===== src/hdl/mrd_pkg.sv =====
// Shared types, constants and lookup functions for the modem response deframer.
// No dependencies; imported by every module of the block.
`default_nettype none

package mrd_pkg;

  // Longest frame that can be captured, start byte and code included
  localparam int unsigned MAX_FRAME = 28;

  localparam logic [7:0] BYTE_START  = 8'h02;
  localparam logic [7:0] BYTE_REFUSE = 8'h15;
  localparam logic [7:0] UNSOL_FIRST = 8'h50;
  localparam logic [7:0] UNSOL_LAST  = 8'h58;

  // Result status codes
  localparam logic [1:0] ST_FRAME   = 2'd0;
  localparam logic [1:0] ST_BUSY    = 2'd1;
  localparam logic [1:0] ST_BADLEAD = 2'd2;
  localparam logic [1:0] ST_UNKNOWN = 2'd3;

  // Configuration register indexes
  localparam logic CFG_MATCH_CODE   = 1'b0;
  localparam logic CFG_FRAME_LENGTH = 1'b1;

  localparam logic [7:0] MATCH_CODE_RESET   = 8'h50;
  localparam logic [4:0] FRAME_LENGTH_RESET = 5'd11;

  typedef struct packed {
    logic       refused;
    logic       last_of_frame;
    logic [4:0] byte_index;
    logic [7:0] byte_value;
    logic [1:0] status;
  } mrd_result_t;

  // Payload length that follows an unsolicited code 0x50..0x58
  function automatic logic [4:0] unsol_len(input logic [3:0] offs);
    logic [4:0] len;
    case (offs)
      4'd0:    len = 5'd9;
      4'd1:    len = 5'd23;
      4'd2:    len = 5'd2;
      4'd3:    len = 5'd8;
      4'd4:    len = 5'd1;
      4'd5:    len = 5'd0;
      4'd6:    len = 5'd5;
      4'd7:    len = 5'd8;
      4'd8:    len = 5'd1;
      default: len = 5'd0;
    endcase
    return len;
  endfunction

  // Clamp the programmed length into 2..MAX_FRAME
  function automatic logic [4:0] eff_len(input logic [4:0] len);
    logic [4:0] r;
    if (len < 5'd2) begin
      r = 5'd2;
    end else if (len > 5'(MAX_FRAME)) begin
      r = 5'(MAX_FRAME);
    end else begin
      r = len;
    end
    return r;
  endfunction

endpackage

`default_nettype wire


===== src/hdl/mrd_core.sv =====
// Deframer state machine and configuration registers: one byte per request.
// Depends on mrd_pkg; feeds mrd_outbuf with at most one result per byte.
`default_nettype none

module mrd_core import mrd_pkg::*; (
  input  wire logic        clk,
  input  wire logic        rst,
  input  wire logic        in_fire,
  input  wire logic [7:0]  in_byte,
  input  wire logic        cfg_fire,
  input  wire logic        cfg_sel,
  input  wire logic [7:0]  cfg_value,
  output logic             res_valid,
  output mrd_result_t      res
);

  typedef enum logic [1:0] {
    PH_HUNT,
    PH_CODE,
    PH_CAPTURE,
    PH_SKIP
  } phase_t;

  phase_t      phase, phase_next;
  logic [4:0]  skip_left, skip_left_next;
  logic [4:0]  capture_pos, capture_pos_next;
  logic [7:0]  match_code;
  logic [4:0]  frame_length;

  logic [4:0]  cur_pos;
  logic [5:0]  pos_plus;
  logic        is_last;
  logic        is_unsol;
  logic [4:0]  unsol_skip;
  logic [7:0]  unsol_offs;

  // Capture position used by this byte; the code byte is always position 1
  always_comb begin
    cur_pos  = (phase == PH_CODE) ? 5'd1 : capture_pos;
    pos_plus = {1'b0, cur_pos} + 6'd1;
    is_last  = (pos_plus >= {1'b0, eff_len(frame_length)});
    is_unsol   = (in_byte >= UNSOL_FIRST) && (in_byte <= UNSOL_LAST);
    unsol_offs = in_byte - UNSOL_FIRST;
    unsol_skip = unsol_len(unsol_offs[3:0]);
  end

  // Next state and result for the byte on the input
  always_comb begin
    phase_next       = phase;
    skip_left_next   = skip_left;
    capture_pos_next = capture_pos;
    res_valid        = 1'b0;
    res              = '0;
    res.byte_value   = in_byte;

    unique case (phase)
      PH_HUNT: begin
        if (in_byte == BYTE_START) begin
          phase_next = PH_CODE;
        end else begin
          res_valid  = 1'b1;
          res.status = (in_byte == BYTE_REFUSE) ? ST_BUSY : ST_BADLEAD;
        end
      end
      PH_CODE, PH_CAPTURE: begin
        if (phase == PH_CAPTURE || in_byte == match_code) begin
          res_valid         = 1'b1;
          res.status        = ST_FRAME;
          res.byte_index    = cur_pos;
          res.last_of_frame = is_last;
          res.refused       = is_last && (in_byte == BYTE_REFUSE);
          if (is_last) begin
            phase_next       = PH_HUNT;
            capture_pos_next = 5'd0;
          end else begin
            phase_next       = PH_CAPTURE;
            capture_pos_next = pos_plus[4:0];
          end
        end else if (is_unsol) begin
          skip_left_next = unsol_skip;
          phase_next     = (unsol_skip == 5'd0) ? PH_HUNT : PH_SKIP;
        end else begin
          res_valid  = 1'b1;
          res.status = ST_UNKNOWN;
          phase_next = PH_HUNT;
        end
      end
      PH_SKIP: begin
        if (skip_left != 5'd0) begin
          skip_left_next = skip_left - 5'd1;
        end
        if (skip_left <= 5'd1) begin
          phase_next = PH_HUNT;
        end
      end
      default: phase_next = PH_HUNT;
    endcase
  end

  // State and configuration registers
  always_ff @(posedge clk) begin
    if (rst) begin
      phase        <= PH_HUNT;
      skip_left    <= 5'd0;
      capture_pos  <= 5'd0;
      match_code   <= MATCH_CODE_RESET;
      frame_length <= FRAME_LENGTH_RESET;
    end else begin
      if (in_fire) begin
        phase       <= phase_next;
        skip_left   <= skip_left_next;
        capture_pos <= capture_pos_next;
      end
      if (cfg_fire) begin
        if (cfg_sel == CFG_MATCH_CODE) begin
          match_code <= cfg_value;
        end else begin
          frame_length <= cfg_value[4:0];
        end
      end
    end
  end

endmodule

`default_nettype wire


===== src/hdl/mrd_outbuf.sv =====
// Two-entry output stage (result register plus skid register) for results.
// Depends on mrd_pkg for the result type.
`default_nettype none

module mrd_outbuf import mrd_pkg::*; (
  input  wire logic        clk,
  input  wire logic        rst,
  input  wire logic        push,
  input  wire mrd_result_t push_data,
  output logic             in_ready,
  output logic             out_valid,
  input  wire logic        out_ready,
  output mrd_result_t      out_data
);

  logic        skid_valid;
  mrd_result_t skid_data;
  logic        pop;

  assign in_ready = !skid_valid;
  assign pop      = out_valid && out_ready;

  // Control: output register refills from skid first, then from the core
  always_ff @(posedge clk) begin
    if (rst) begin
      out_valid  <= 1'b0;
      skid_valid <= 1'b0;
    end else if (pop) begin
      if (skid_valid) begin
        skid_valid <= 1'b0;
      end else begin
        out_valid <= push;
      end
    end else if (push) begin
      if (!out_valid) begin
        out_valid <= 1'b1;
      end else begin
        skid_valid <= 1'b1;
      end
    end
  end

  // Payload
  always_ff @(posedge clk) begin
    if (pop) begin
      out_data <= skid_valid ? skid_data : push_data;
    end else if (push) begin
      if (!out_valid) begin
        out_data <= push_data;
      end else begin
        skid_data <= push_data;
      end
    end
  end

endmodule

`default_nettype wire


===== src/hdl/modem_response_deframer.sv =====
// Top level of the modem response deframer: stream ports, core and output stage.
// Depends on mrd_pkg, mrd_core and mrd_outbuf.
//
// Usage:
//   s_* carries received modem bytes (s_tdata[7:0] = rx_byte), one per request.
//   m_* carries results: m_tdata holds byte_value and byte_index, m_tuser
//   holds status and the refusal mark, m_tlast flags the final frame byte.
//   Bytes with no result (start byte, unsolicited code, skipped payload) are just absorbed.
//   cfg_* writes match_code (index 0) or frame_length (index 1); always ready.
// Output: each result is registered in the output stage before it appears on m_*.
// Throughput: one byte per cycle while s_tready is high; the whole state update is
//   one level of logic between the state registers and the result register.
// Stalls: a skid register holds one extra result, so s_tready drops only
//   after a result is held in the skid entry while m_tready stays low.
// Reset: rst (synchronous) returns to hunting for a start byte, empties the
//   output stage and restores match_code = 0x50, frame_length = 11.
`default_nettype none

module modem_response_deframer import mrd_pkg::*; (
  input  wire logic        clk,
  input  wire logic        rst,
  // slave stream: [7:0] rx_byte
  input  wire logic        s_tvalid,
  output logic             s_tready,
  input  wire logic [7:0]  s_tdata,
  // master stream
  output logic             m_tvalid,
  input  wire logic        m_tready,
  output logic [15:0]      m_tdata,   // [7:0] byte_value, [12:8] byte_index, [15:13] zero
  output logic [2:0]       m_tuser,   // [1:0] status, [2] refused
  output logic             m_tlast,   // last_of_frame
  // configuration write channel
  input  wire logic        cfg_valid,
  output logic             cfg_ready,
  input  wire logic        cfg_index,
  input  wire logic [7:0]  cfg_data
);

  logic        in_fire;
  logic        res_valid;
  mrd_result_t res;
  mrd_result_t out_res;

  assign in_fire   = s_tvalid && s_tready;
  assign cfg_ready = 1'b1;

  mrd_core u_core (
    .clk       (clk),
    .rst       (rst),
    .in_fire   (in_fire),
    .in_byte   (s_tdata),
    .cfg_fire  (cfg_valid && cfg_ready),
    .cfg_sel   (cfg_index),
    .cfg_value (cfg_data),
    .res_valid (res_valid),
    .res       (res)
  );

  mrd_outbuf u_outbuf (
    .clk       (clk),
    .rst       (rst),
    .push      (in_fire && res_valid),
    .push_data (res),
    .in_ready  (s_tready),
    .out_valid (m_tvalid),
    .out_ready (m_tready),
    .out_data  (out_res)
  );

  // Pack the result onto the stream fields
  assign m_tdata = {3'b000, out_res.byte_index, out_res.byte_value};
  assign m_tuser = {out_res.refused, out_res.status};
  assign m_tlast = out_res.last_of_frame;

endmodule

`default_nettype wire


===== config.mk =====
export PLATFORM = sky130hd
export DESIGN_NAME = modem_response_deframer
export DESIGN_NICKNAME = d
export VERILOG_FILES = /design/src/hdl/mrd_pkg.sv /design/src/hdl/mrd_core.sv /design/src/hdl/mrd_outbuf.sv /design/src/hdl/modem_response_deframer.sv
export SDC_FILE = /design/constraint.sdc
export NUM_CORES = 1
export LEC_CHECK = 0
export BUFFER_PORTS_ARGS = -buffer_cell sky130_fd_sc_hd__buf_4
export CORE_UTILIZATION = 52
export DETAILED_ROUTE_END_ITERATION = 8
export PLACE_DENSITY = 0.86
export SLEW_MARGIN = 20
export SYNTH_ARGS = -nofsm -noshare
export SYNTH_HDL_FRONTEND = slang
export SYNTH_HIERARCHICAL = 1
export SYNTH_SLANG_ARGS = --single-unit

===== constraint.sdc =====
create_clock -name clk -period 2.7 [get_ports clk]
set_input_delay 0.135 -clock clk [delete_from_list [all_inputs] [get_ports clk]]
set_output_delay 0.135 -clock clk [all_outputs]
set_load 0.02 [all_outputs]

==> results of run 1 <==
power breakdown:
part           internal [W]  switching (W)  leakage [nW]
logic              0.000102       0.000147          1.03
clock network      0.000514       0.000356         0.107
registers           0.00102      0.0000189         0.541
total               0.00164       0.000521          1.68
tightest hold or removal path, stage by stage:
cell     delay, ns
buf_4         0.08
nand2_1       0.04
nand3_1       0.07
synthesized netlist by cell type (all sizes together), types with 2 or more instances:
master / instances / area [sq um]
nand2: 35 / 131
edfxtp: 34 / 1020
dfxtp: 27 / 541
mux2: 19 / 251
ha: 18 / 225
a21oi: 17 / 88.8
nor2: 17 / 66.3
buf: 16 / 123
inv: 16 / 60.1
nand3: 15 / 87.6
xor2: 12 / 105
nor2b: 7 / 43.8
nor3: 7 / 46.3
clkbuf: 6 / 42.5
nand2b: 5 / 31.3
o21ai: 5 / 25.0
o311a: 5 / 50.1
a21o: 4 / 30.0
nor3b: 4 / 30.0
o32ai: 4 / 35.0
or3: 4 / 26.3
a221oi: 3 / 26.3
a31o: 3 / 26.3
nor4b: 3 / 26.3
or2: 3 / 18.8
a211oi: 2 / 20.0
and3: 2 / 12.5
conb: 2 / 7.51
mux2i: 2 / 20.0
nand4: 2 / 12.5
nor4: 2 / 42.5
o22a: 2 / 17.5
or4: 2 / 15.0
what timing repair did:
action                                  CTS  global route
cloned                                    0             0
setup buffers                             1             1
gates resized for setup                   1             4
pin swaps                                 0             2
endpoints found under the hold margin     1             0
endpoints found under the setup margin    7             7
hold buffers                              1             0
layout make-up:
class                           instances  area (sq um)
Sequential cell                        61          1560
Inverter                               17          63.8
Clock buffer                            9           124
Fill cell                             492          2380
Multi-Input combinational cell        221          1670
Clock inverter                          7          90.1
Timing Repair Buffer                   49           370
Tap cell                               77          96.3
stage by stage:
stage	hold slack, ns	setup WS, ns
floorplan	0.207	0.00635
global placement	0.358	0.0640
detailed placement	0.352	-0.0479
CTS	0.00284	0.00435
global route	0.00952	-0.0529
finish	0.0256	0.0426
path summary, 6_finish.rpt:
kind,endpoint,start,cells after the start,slack (ns)
hold / removal,u_core/match_code[4],cfg_data[4],3,0.03
setup reg to reg,u_core/capture_pos[0],u_core/phase[0],12,0.04
hold reg to reg,u_core/match_code[2],u_core/match_code[2],2,0.47
setup / recovery,u_core/capture_pos[0],u_core/phase[0],12,0.04
state kept, by name, indices dropped and copies added (netlist names):
signal               cells
u_outbuf/out_data       17
u_core/phase             2
u_core/frame_length      5
u_core/capture_pos       5
u_outbuf/out_valid       1
u_core/match_code        8
u_core/skip_left         5
u_outbuf/skid_valid      1
u_outbuf/skid_data      17
per-layer routing:
layer	GRT usage [%]	routed length (um)	vias to the layer above
met2	32.8	3260	112
li1	-	-	1223
met4	9.72	156	0
met1	24.4	3040	1213
met5	0	0	-
met3	5.77	481	15
cell families after synthesis:
| group | share of synthesized area, % |
|---|---|
| simple gates | 17.9 |
| flops | 45.6 |
| compound gates | 12.1 |
| buf+inv | 6.68 |
| mux | 7.92 |
| fa+ha+maj | 6.57 |
| xor+xnor | 3.07 |
| other cells | 0.219 |
==> run_results.csv, run 1 <==
group,metric,value,unit
route,drc_errors,0,
yosys,ys.flop_type,"edfxtp_1",
floorplanning,initial_core_util,54.0,%
placed_design,placed_cell_area,3710,sq um
floorplanning,fp.dieW,83.2,um
route,initialDrtViolationCount,206,
power,vdd_ir_drop_max,0.346,mV
yosys,netlist_area,3430,sq um
critical_path,critPathArrivalTime,2.93,ns
global_route,grt_pass1_vias,2338,
critical_path,critPathTopFamily,"simple AND/OR/NAND/NOR gates",
route,ant_nets,0,
power,p_total,0.00216,W
global_route,grt_pass1_wl,11.0,mm
timing,drv_slew,0,
critical_path,cpPeakStageDelay,0.45,ns
finish,nNetsFinal,399,
floorplanning,row_count,29,
cts,cts_max_level,3,
critical_path,start_kind,"register",
finish,final_cell_mix,"48 x buf_4, 35 x nand2_1, 34 x edfxtp_1, 26 x dfxtp_1",
timing,max_slew_margin,64.9,%
critical_path,critPathBufInv,1,
timing,hold_viol_final,0,
critical_path,critPathMaxFanout,5,
global_route,grt_max_degree,18,
critical_path,cp_slowest_cell,"dfxtp_1",
finish,fin_cells,441,
global_route,grtUsageTotal,20.1,%
cts,clk_latency,0.34,ns
yosys,ys_seq_elements,61,
yosys,synth_edf_count,34,
finish,final_common_cell,"buf_4",
route,wl,6.94,mm
critical_path,endpoint_kind,"register",
route,via_per_inst,5.81,
timing,fmax,0.376,GHz
route,vias,2563,
critical_path,cp.required,2.97,ns
timing,period_share,98.4,%
yosys,yosysSeqAreaShare,45.6,%
floorplanning,core-area,6350,sq um
placed_design,io_buffers,40,
yosys,yosys_warnings,6,
placed_design,dpl.cell_count,422,
timing,setup_tns,0,ns
timing,fin_skew,0.00793,ns
floorplanning,die_h,83.2,um
finish,antennaDiodeCount,0,
timing,finalSetupViolCount,0,
critical_path,crit_chain,"ha_4, or2_4, ha_2, nand3_2, xor2_1, nor2_1, ha_1, a21oi_1, o21ai_1, buf_4, or4_1, mux2i_1",
yosys,syn_area_per_cell,10.7,sq um
floorplanning,floorplan.die_area,6920,sq um
outcome,status,"finished clean",
global_route,grt_remaining_overflow,0,
cts,cts.sinks,61,
cts,cts_tree,"done",
floorplanning,io_pins,45,
finish,postLayoutCellArea,3970,sq um
critical_path,path_class,"reg -> reg",
route,wire_per_inst,15.7,um
route,drt_first_pass_iters,5,
cts,cts_inserted_buffers,9,
finish,drive_above_1_share,27.5,%
cts,cts_buffer_depth,2,
finish,final_util,62.6,%
power,p_per_area,544,nW/um^2
timing,worst_pin_slew,0.523,ns
hold_path,hold_class,"in -> reg",
placed_design,place_congestion,0.872,
finish,area_growth,16.0,%
yosys,synthArstFlopShare,0,%
run,drv_cap,0,
cts,clockRootBuffer,"clkbuf_8",
power,p_leak,1.68,nW
placed_design,hpwl,4.86,mm
cts,clk_pin_slew,0.07,ns
yosys,synth_cell_types,58,
yosys,netlist_instances,319,
global_route,antenna_found_initial,0,
timing,fin_crit,2.66,ns
(Power assumes the default switching activity.)
==> inputs of run 2 (changes only) <==
--- a/config.mk
+++ b/config.mk
@@ -8,7 +8,8 @@
 export BUFFER_PORTS_ARGS = -buffer_cell sky130_fd_sc_hd__buf_4
 export CORE_UTILIZATION = 52
 export DETAILED_ROUTE_END_ITERATION = 8
-export PLACE_DENSITY = 0.86
+export PLACE_DENSITY = 0.76
+export RECOVER_POWER = 25
 export SLEW_MARGIN = 20
 export SYNTH_ARGS = -nofsm -noshare
 export SYNTH_HDL_FRONTEND = slang
==> run 2 against run 1 <==
  * Setup slack better by 0.040 ns
  * Final cell count rose by 0.45%
  * Clock skew is essentially flat
  * Sequential power is essentially flat
  * Clock power fell by 12%
  * Power decreased by 5.5%
  * Critical path depth is 1 higher
  * Combinational power down 6%
  * Wire length shrank 4.3%
  * Die area unchanged
  * Largest cell class unchanged
==> run_results.csv, run 2 (synthesis gave the netlist of run 1 again) <==
group,metric,value,unit
finish,num-fill-cells,523,
cts,clk_pin_slew,0.07,ns
critical_path,crit_cells,13,
critical_path,cp_slowest_cell,"or4_1",
timing,fmax,0.382,GHz
power,switchingPower,0.000511,W
power,vdd_ir_drop_max,0.358,mV
cts,cts_inserted_buffers,9,
critical_path,cpMostUsedCell,"ha_4",
outcome,status,"finished clean",
critical_path,crit_chain,"inv_2, ha_4, or2_4, ha_4, nand3_1, xor2_1, nor2_1, ha_1, a21oi_2, o21ai_2, buf_4, or4_1, mux2i_1",
global_route,grt_pass1_vias,2363,
run,drv_cap,0,
route,wire_per_inst,15.0,um
timing,period_share,96.9,%
placed_design,place_congestion,0.875,
critical_path,r2r_setup_slack,0.08,ns
critical_path,critPathBufInv,2,
finish,seq_area,1560,sq um
power,internal_power,0.00153,W
critical_path,endpoint,"u_core/capture_pos[0]",
cts,cts.sinks,61,
timing,fin_skew,0.00825,ns
floorplanning,io_pins,45,
route,wl,6.64,mm
finish,fin_cells,443,
critical_path,r2r_start,"u_core/phase[1]",
floorplanning,die_h,83.2,um
cts,cts_max_level,3,
hold_path,hold-path-cell-count,3,
route,initialDrtViolationCount,164,
finish,final_cell_mix,"35 x nand2_1, 34 x buf_4, 34 x edfxtp_1, 26 x dfxtp_1, 19 x clkbuf_1",
cts,clockRootBuffer,"clkbuf_8",
placed_design,dpl_worst_slack,-0.00450,ns
timing,worst_pin_slew,0.896,ns
floorplanning,row_count,29,
critical_path,path_class,"reg -> reg",
critical_path,cpPeakStageDelay,0.39,ns
floorplanning,floorplan.die_area,6920,sq um
global_route,grtUsageTotal,20.5,%
finish,antennaDiodeCount,0,
power,p_per_area,522,nW/um^2
power,power_frac_seq,51.0,%
critical_path,r2r_cells,13,
timing,fin_ws,0.0824,ns
placed_design,hpwl,4.74,mm
finish,area_growth,14.2,%
critical_path,critPathTopFamily,"simple AND/OR/NAND/NOR gates",
cts,clk_latency,0.34,ns
power,pwr-share-clk,37.6,%
hold_path,hold_class,"in -> reg",
power,pwr-share-comb,11.4,%
global_route,grt_max_degree,18,
route,ant_nets,0,
critical_path,cp.required,2.97,ns
critical_path,crit_path_start,"u_core/phase[1]",
global_route,antenna_found_initial,0,
floorplanning,fp.dieW,83.2,um
finish,reg.largest.list,"u_outbuf/out_data: 17 flops, u_outbuf/skid_data: 17 flops, u_core/match_code: 8 flops",
placed_design,dpl.cell_count,426,
placed_design,io_buffers,40,
route,via_per_inst,5.65,
power,p_leak,1.61,nW
cts,cts_buffer_depth,2,
global_route,grt_pass1_wl,11.1,mm
global_route,grt_remaining_overflow,0,
timing,max_slew_margin,40.3,%
floorplanning,core-area,6350,sq um
critical_path,critPathMaxFanout,4,
critical_path,start_kind,"register",
route,drc_errors,0,
finish,nNetsFinal,401,
critical_path,endpoint_kind,"register",
floorplanning,initial_core_util,54.0,%
finish,drive_above_1_share,24.0,%
timing,hold_viol_final,0,
critical_path,r2r_end,"u_core/capture_pos[0]",
critical_path,critPathArrivalTime,2.89,ns
route,drt_first_pass_iters,4,
timing,finalSetupViolCount,0,
power,power.share.switching,25.0,%
timing,drv_slew,0,
finish,multi_input_area,1690,sq um
timing,fin_crit,2.62,ns
cts,cts_tree,"done",
finish,final_common_cell,"nand2_1",
route,vias,2503,
## run 2: cell types whose count changed in the layout (fill, tap and decap cells not counted), sizes merged
| cell | change |
|---|---|
| clkinv | -1 |
| clkbuf | +19 |
| buf | -14 |
| dlygate4sd3 | -1 |
| bufinv | -1 |
## run 2: layer usage
layer  vias to the layer above  track usage (%)  part of all wire [%]
li1                       1229                -                     -
met1                      1189             26.9                    46
met2                        78             32.1                    46
met3                         7             5.37                   6.9
met4                         0             8.93                   1.7
met5                         -                0                     0
## run 2: cell type report
class	count	area share, %
Sequential cell	61	39.9
Multi-Input combinational cell	221	43.2
Inverter	17	1.63
Clock inverter	5	1.31
Clock buffer	11	3.36
Tap cell	77	2.46
Timing Repair Buffer	51	8.15
## run 2: how the worst min path moves through the flow
stage                                 to         from  slack [ns]
floorplan             u_outbuf/out_valid          rst        0.21
global placement    u_core/match_code[6]  cfg_data[6]        0.35
detailed placement  u_core/match_code[6]  cfg_data[6]        0.36
CTS                 u_core/match_code[6]  cfg_data[6]       0.007
global route        u_core/match_code[4]  cfg_data[4]        0.02
finish              u_core/match_code[6]  cfg_data[6]        0.02
## run 2: power groups by stage
stage / clock network (W) / logic [W] / registers, W
floorplan: 0 / 0.000132 / 0.00109
global placement: 0 / 0.000241 / 0.00106
detailed placement: 0 / 0.000246 / 0.00106
CTS: 0.000782 / 0.000247 / 0.00104
global route: 0.000830 / 0.000256 / 0.00105
finish: 0.000768 / 0.000234 / 0.00104
## run 2: tightest hold or removal path, cell delays in order
cell	delay, ns
buf_4	0.08
nand2_1	0.04
nand3_1	0.07
## run 2: stage by stage
stage	util [%]	area, sq um	hold WS, ns	setup TNS (ns)	power [W]
2_1_floorplan	-	3440	0.207	0	0.00122
3_3_place_gp	59.0	3740	0.355	0	0.00130
3_5_place_dp	59.0	3740	0.361	-0.00450	0.00131
4_1_cts	62.0	3930	0.00706	0	0.00207
5_1_grt	61.6	3910	0.0244	-0.0691	0.00213
6_report	61.6	3910	0.0163	0	0.00204
## run 2: repair_timing
action / CTS / global route
hold buffers: 0 / 0
endpoints found under the setup margin: 2 / 7
resized for setup: 2 / 8
buffers inserted: 0 / 1
pin swaps: 1 / 4
